[config.mk]
export PLATFORM = sky130hd
export DESIGN_NAME = fsct_seg
export DESIGN_NICKNAME = d
export VERILOG_FILES = /design/src/sv/fast_segment_corner_test_core_assert.svh /design/src/sv/fsct_pkg.sv /design/src/sv/fsct_seg.sv
export SDC_FILE = /design/constraint.sdc
export NUM_CORES = 1
export LEC_CHECK = 0
export ABC_CLOCK_PERIOD_IN_PS = 5100
export BUFFER_PORTS_ARGS = -buffer_cell sky130_fd_sc_hd__buf_2
export CORE_AREA = 2 2 144 146
export CTS_BUF_LIST = sky130_fd_sc_hd__clkbuf_16
export CTS_CLUSTER_SIZE = 30
export DETAILED_ROUTE_END_ITERATION = 12
export DIE_AREA = 0 0 146 148
export GPL_ROUTABILITY_DRIVEN = 0
export GPL_TIMING_DRIVEN = 0
export PLACE_DENSITY = 0.52
export SYNTH_ARGS = -nofsm -noshare
export SYNTH_HDL_FRONTEND = slang
export SYNTH_SLANG_ARGS = --single-unit
[constraint.sdc]
create_clock -name clk -period 5.1 [get_ports clk]
set_input_delay 1.53 -clock clk [delete_from_list [all_inputs] [get_ports clk]]
set_output_delay 1.53 -clock clk [all_outputs]
set_load 0.005 [all_outputs]
[src/sv/fast_segment_corner_test_core_assert.svh]
// Assertion macros shared by the corner test RTL.
// Expects clk and rst_n in the scope of the module that uses them.
`ifndef FAST_SEGMENT_CORNER_TEST_CORE_ASSERT_SVH
`define FAST_SEGMENT_CORNER_TEST_CORE_ASSERT_SVH

// same-cycle implication
`define FSCT_ASSERT_IMP(label, ante, cons, msg) \
    label: assert property (@(posedge clk) disable iff (!rst_n) (ante) |-> (cons)) \
        else $error(msg);

// next-cycle implication
`define FSCT_ASSERT_NEXT(label, ante, cons, msg) \
    label: assert property (@(posedge clk) disable iff (!rst_n) (ante) |=> (cons)) \
        else $error(msg);

`endif

[src/sv/fsct_pkg.sv]
// Shared constants, types and circle geometry for the segment corner test.
// No dependencies; used by every module of the block except fsct_ram.
`timescale 1ns / 1ps
`default_nettype none

package fsct_pkg;

    localparam int MAX_WIDTH     = 4096;
    localparam int PIXEL_BITS    = 16;
    localparam int ARC_LENGTH    = 12;
    localparam int FRAC_BITS     = 16;

    localparam int CIRCLE_POINTS = 16;
    localparam int RADIUS        = 3;
    localparam int WIN           = 2 * RADIUS + 1;
    localparam int LINES         = WIN - 1;
    localparam int MIN_WIDTH     = WIN;

    localparam int X_W           = $clog2(MAX_WIDTH);
    localparam int WIDTH_W       = 13;
    localparam int ROW_W         = 16;
    localparam int CX_W          = 12;
    localparam int THR_W         = 16;
    localparam int LEVEL_W       = 16;
    localparam int CFG_IDX_W     = 2;
    localparam int CFG_DATA_W    = 16;
    localparam int IN_DATA_W     = 16;
    localparam int OUT_DATA_W    = 32;
    localparam int LINE_WORD_W   = LINES * PIXEL_BITS;
    localparam int FAC_W         = FRAC_BITS + 1;
    localparam int PROD_W        = PIXEL_BITS + FAC_W;

    localparam logic [WIDTH_W-1:0] IMAGE_WIDTH_RST = WIDTH_W'(640);
    localparam logic [THR_W-1:0]   THRESHOLD_RST   = THR_W'(6554);
    localparam logic [LEVEL_W-1:0] MIN_LEVEL_RST   = '0;

    typedef enum logic [CFG_IDX_W-1:0] {
        REG_IMAGE_WIDTH = 2'd0,
        REG_THRESHOLD   = 2'd1,
        REG_MIN_LEVEL   = 2'd2
    } cfg_reg_t;

    // window row / column of each circle point, clockwise from just left of top
    localparam int CIRCLE_ROW [CIRCLE_POINTS] =
        '{0, 0, 0, 1, 2, 3, 4, 5, 6, 6, 6, 5, 4, 3, 2, 1};
    localparam int CIRCLE_COL [CIRCLE_POINTS] =
        '{2, 3, 4, 5, 6, 6, 6, 5, 4, 3, 2, 1, 0, 0, 0, 1};

    typedef struct packed {
        logic               center_valid;
        logic [CX_W-1:0]    center_x;
        logic [ROW_W-1:0]   center_y;
    } meta_t;

    typedef struct packed {
        logic [X_W-1:0]         x;
        logic [PIXEL_BITS-1:0]  pixel;
        meta_t                  meta;
    } pix_item_t;

    typedef struct packed {
        logic [PIXEL_BITS-1:0]                      center;
        logic [CIRCLE_POINTS-1:0][PIXEL_BITS-1:0]   ring;
    } circle_t;

endpackage

`default_nettype wire

[src/sv/fsct_seg.sv]
// Segment test pipeline: threshold products, per-point class compares, arc search.
// Depends on fsct_pkg. Last stage is the block's output register.
`timescale 1ns / 1ps
`default_nettype none

module fsct_seg (
    input  logic                                clk,
    input  logic                                rst_n,
    input  logic                                in_valid,
    output logic                                in_ready,
    input  fsct_pkg::circle_t                   in_circle,
    input  fsct_pkg::meta_t                     in_meta,
    input  logic [fsct_pkg::THR_W-1:0]          threshold_frac,
    input  logic [fsct_pkg::LEVEL_W-1:0]        min_level,
    output logic                                out_valid,
    input  logic                                out_ready,
    output logic                                out_is_corner,
    output fsct_pkg::meta_t                     out_meta
);

    localparam int PB  = fsct_pkg::PIXEL_BITS;
    localparam int NP  = fsct_pkg::CIRCLE_POINTS;
    localparam int FW  = fsct_pkg::FAC_W;
    localparam int PW  = fsct_pkg::PROD_W;
    localparam logic [FW-1:0] ONE = FW'(1) << fsct_pkg::FRAC_BITS;

    // product stage
    logic                       p_valid_reg;
    logic [NP-1:0][PB-1:0]      p_ring_reg;
    logic [PW-1:0]              p_up_reg;
    logic [PW-1:0]              p_dn_reg;
    logic                       p_below_en_reg;
    logic                       p_level_ok_reg;
    fsct_pkg::meta_t            p_meta_reg;
    // class stage
    logic                       m_valid_reg;
    logic [NP-1:0]              m_above_reg;
    logic [NP-1:0]              m_below_reg;
    logic                       m_level_ok_reg;
    fsct_pkg::meta_t            m_meta_reg;
    // output stage
    logic                       o_valid_reg;
    logic                       o_corner_reg;
    fsct_pkg::meta_t            o_meta_reg;

    logic [FW-1:0]              up_fac;
    logic [FW-1:0]              dn_fac;
    logic                       below_en;
    logic [PW-1:0]              up_prod;
    logic [PW-1:0]              dn_prod;
    logic [PW-1:0]              lhs [NP];
    logic [NP-1:0]              above;
    logic [NP-1:0]              below;
    logic                       run_a;
    logic                       run_b;
    logic                       any_run;

    logic                       o_adv;
    logic                       m_adv;
    logic                       p_adv;

    assign o_adv    = !o_valid_reg || out_ready;
    assign m_adv    = !m_valid_reg || o_adv;
    assign p_adv    = !p_valid_reg || m_adv;
    assign in_ready = p_adv;

    // bounds (1 + t) * p and (1 - t) * p; below is impossible once t reaches 1
    assign up_fac   = ONE + FW'(threshold_frac);
    assign below_en = FW'(threshold_frac) < ONE;
    assign dn_fac   = ONE - FW'(threshold_frac);
    assign up_prod  = PW'(up_fac) * PW'(in_circle.center);
    assign dn_prod  = PW'(dn_fac) * PW'(in_circle.center);

    always_comb
    begin
        for (int k = 0; k < NP; k++)
        begin
            lhs[k]   = PW'({p_ring_reg[k], {fsct_pkg::FRAC_BITS{1'b0}}});
            above[k] = lhs[k] > p_up_reg;
            below[k] = p_below_en_reg && (lhs[k] < p_dn_reg);
        end
    end

    // any circular run of ARC_LENGTH equal non-similar classes
    always_comb
    begin
        any_run = 1'b0;
        for (int s = 0; s < NP; s++)
        begin
            run_a = 1'b1;
            run_b = 1'b1;
            for (int k = 0; k < fsct_pkg::ARC_LENGTH; k++)
            begin
                run_a = run_a && m_above_reg[($clog2(NP))'(s + k)];
                run_b = run_b && m_below_reg[($clog2(NP))'(s + k)];
            end
            any_run = any_run || run_a || run_b;
        end
    end

    always_ff @(posedge clk or negedge rst_n)
    begin
        if (!rst_n)
        begin
            p_valid_reg <= 1'b0;
            m_valid_reg <= 1'b0;
            o_valid_reg <= 1'b0;
        end
        else
        begin
            if (p_adv)
            begin
                p_valid_reg <= in_valid;
            end
            if (m_adv)
            begin
                m_valid_reg <= p_valid_reg;
            end
            if (o_adv)
            begin
                o_valid_reg <= m_valid_reg;
            end
        end
    end

    always_ff @(posedge clk)
    begin
        if (in_valid && p_adv)
        begin
            p_ring_reg     <= in_circle.ring;
            p_up_reg       <= up_prod;
            p_dn_reg       <= dn_prod;
            p_below_en_reg <= below_en;
            p_level_ok_reg <= in_circle.center >= min_level;
            p_meta_reg     <= in_meta;
        end
        if (p_valid_reg && m_adv)
        begin
            m_above_reg    <= above;
            m_below_reg    <= below;
            m_level_ok_reg <= p_level_ok_reg;
            m_meta_reg     <= p_meta_reg;
        end
        if (m_valid_reg && o_adv)
        begin
            o_corner_reg <= m_meta_reg.center_valid && m_level_ok_reg && any_run;
            o_meta_reg   <= m_meta_reg;
        end
    end

    assign out_valid     = o_valid_reg;
    assign out_is_corner = o_corner_reg;
    assign out_meta      = o_meta_reg;

endmodule

`default_nettype wire

==> out/results.txt <==
Avg Vias per Cell: 2.62
Slew HR: 0.523
Num CTS Buffers: 9
fin. max-slew vios: 0
Worst Skew: 0.00836 ns
CP max stage cell: nand4b_2
post-synthesis area per instance: 27.4 sq um
hpwl dp: 3300 microns
filler instances: 2,185
clock period minus worst slack: 3.53 ns
FF+latch count, synth: 90
Tot GR Track Use: 0.0451
fmax: 284 MHz
WS Path Type: primary input to output port
Setup crit end kind: output port
CP most frequent cell: buf_2
pin count of the biggest net entering global routing: 30
Post-Syn Instances: 101
Critical Path Source Type: primary input
fraction of layout instances using a drive strength above 1: 0.464
Yosys warning count: 0
Die ar.: 0.0216 sq mm
Worst EP arrival: 2.00 ns
Buf/Inv on CP: 2
status: completed
Clock Path Buffers: 2
antenna violations before repair: 0
H-tree Lvls: 3
Residual DRC: 0
Initial Util: 0.138
IO buf count: 63
top cells by area, synth: edfxtp_1 94%, dfrtp_1 2.7%, nand2b_1 0.68%
clock root buffer: clkbuf_16
first-pass GRT wire length: 7150 microns
Post-synth EDFFs: 87
Area growth syn-to-layout: 35.7%
Setup Fix Bufs, Post-CTS: 0
Clock transition at path regs: 0.06 ns
Synth async-reset ratio: 0.0333
top cell type's share of synthesized area: 0.944
RSZ-0062 raised after global routing: no
worst setup slack after placement: 1.57 ns
Ant. Diodes: 0
pwr/cell area: 435 mW/mm^2
vias in the first global route: 1,287
Worst path top cell family by delay: buffers and inverters
setup TNS: 0 ns
WL/cell: 10.1 microns
TritonCTS clock tree: built
Cell Chain, Critical Path: buf_2 > nand4b_2 > buf_2
endpoints failing hold: 0
VDD IR-drop max: 303 uV
Rows: 52
Crit path required time: 3.57 ns
max-cap violations: 0
core area: 0.0200 sq mm
Final period util: 0.692
CP max FO: 3
most frequent cell after synthesis: edfxtp_1
post_cts resized: 0
HP Class: flop to flop
Mapped Nets: 438
post-synth cell types: 11
Worst-Skew Late Latency: 0.34 ns
1st-iter DRT viols: 35
final setup margin: 1.57 ns
Yosys top cell by area: edfxtp_1
list of most frequent post-synthesis cells: 87 x edfxtp_1, 3 x dfrtp_1, 3 x nand2b_1
Final ANT Viol Nets: 0
Post-CTS Hold Buffers: 0
WL final: 4580 microns
gr ovfl total: 0
total power: 1.63 mW
Via Count: 1,183
Sinks on Clock Net: 90
IO Count: 369
drt pass-1 iters: 3
Leak: 1.32 nW
dominant synthesized flop cell: edfxtp_1
sequential element share of the synthesized area: 0.971
die height: 148 microns
Max stage delay on crit path: 0.21 ns
Worst-Margin Slew: 0.715 ns
final setup fails: 0
die width: 146 microns
nets: 513
Mapped Area: 0.00277 sq mm
per-layer routing:
metal	up-vias	track usage	wire length (microns)
met5	-	0	0
met4	0	0.0262	110
met3	10	0.0321	587
met2	49	0.0693	2150
met1	575	0.0449	1730
li1	549	-	-
cell families after synthesis:
kind of cell           count (synthesis)  synth area share
AO/OA/AOI/OAI                          2           0.00542
buffers and inverters                  1           0.00271
flip-flops                            90             0.971
other                                  1           0.00135
AND/OR/NAND/NOR                        7            0.0199
through the flow:
step           cell area [sq um]  utilization  hold slack, ns  instances
4_1_cts                     3760        0.188           0.416        451
2_1_floorplan               2770            -           0.400        101
6_report                    3760        0.188           0.416        451
3_3_place_gp                3420        0.171           0.401        434
3_5_place_dp                3460        0.173           0.405        435
5_1_grt                     3760        0.188           0.424        451
area by class of cell:
class	count	area, sq um	area share
Sequential cell	90	2690	0.715
Clock buffer	9	225	0.0599
Tap cell	270	338	0.0899
Multi-Input combinational cell	10	86.3	0.0230
Buffer	1	7.51	0.00200
Clock inverter	7	71.3	0.0190
Timing Repair Buffer	64	343	0.0912
layout by cell type (no fill, tap or decap):
master      count
nand2b_1        3
buf_2          63
nor2b_1         1
inv_1           1
and2_2          1
clkinv_4        2
dfrtp_1         3
clkinvlp_4      2
a21boi_4        1
a21o_1          1
buf_4           1
bufinv_16       1
clkinv_2        1
edfxtp_1       87
nand4b_2        1
conb_1          1
and2_4          1
buf_16          1
clkbuf_16       9
worst paths after layout:
path / from / endpoint / slack, ns / cells after the start
setup / recovery: out_ready / in_ready / 1.57 / 3
hold / removal: p_meta_reg[1] / m_meta_reg[1] / 0.42 / 0
setup reg to reg: out_valid / out_meta[1] / 3.56 / 2
hold reg to reg: p_meta_reg[1] / m_meta_reg[1] / 0.42 / 0
max in group asynchronous: rst_n / m_valid_reg / 4.02 / 1
min in group asynchronous: rst_n / m_valid_reg / 0.97 / 1
power by group:
part	leakage (nW)	internal [mW]	total (mW)	switching, mW
sequential	0.872	0.891	0.909	0.0182
combinational	0.306	0.0338	0.0835	0.0497
clock	0.143	0.378	0.642	0.264
Power figures use the tool's default switching activity.
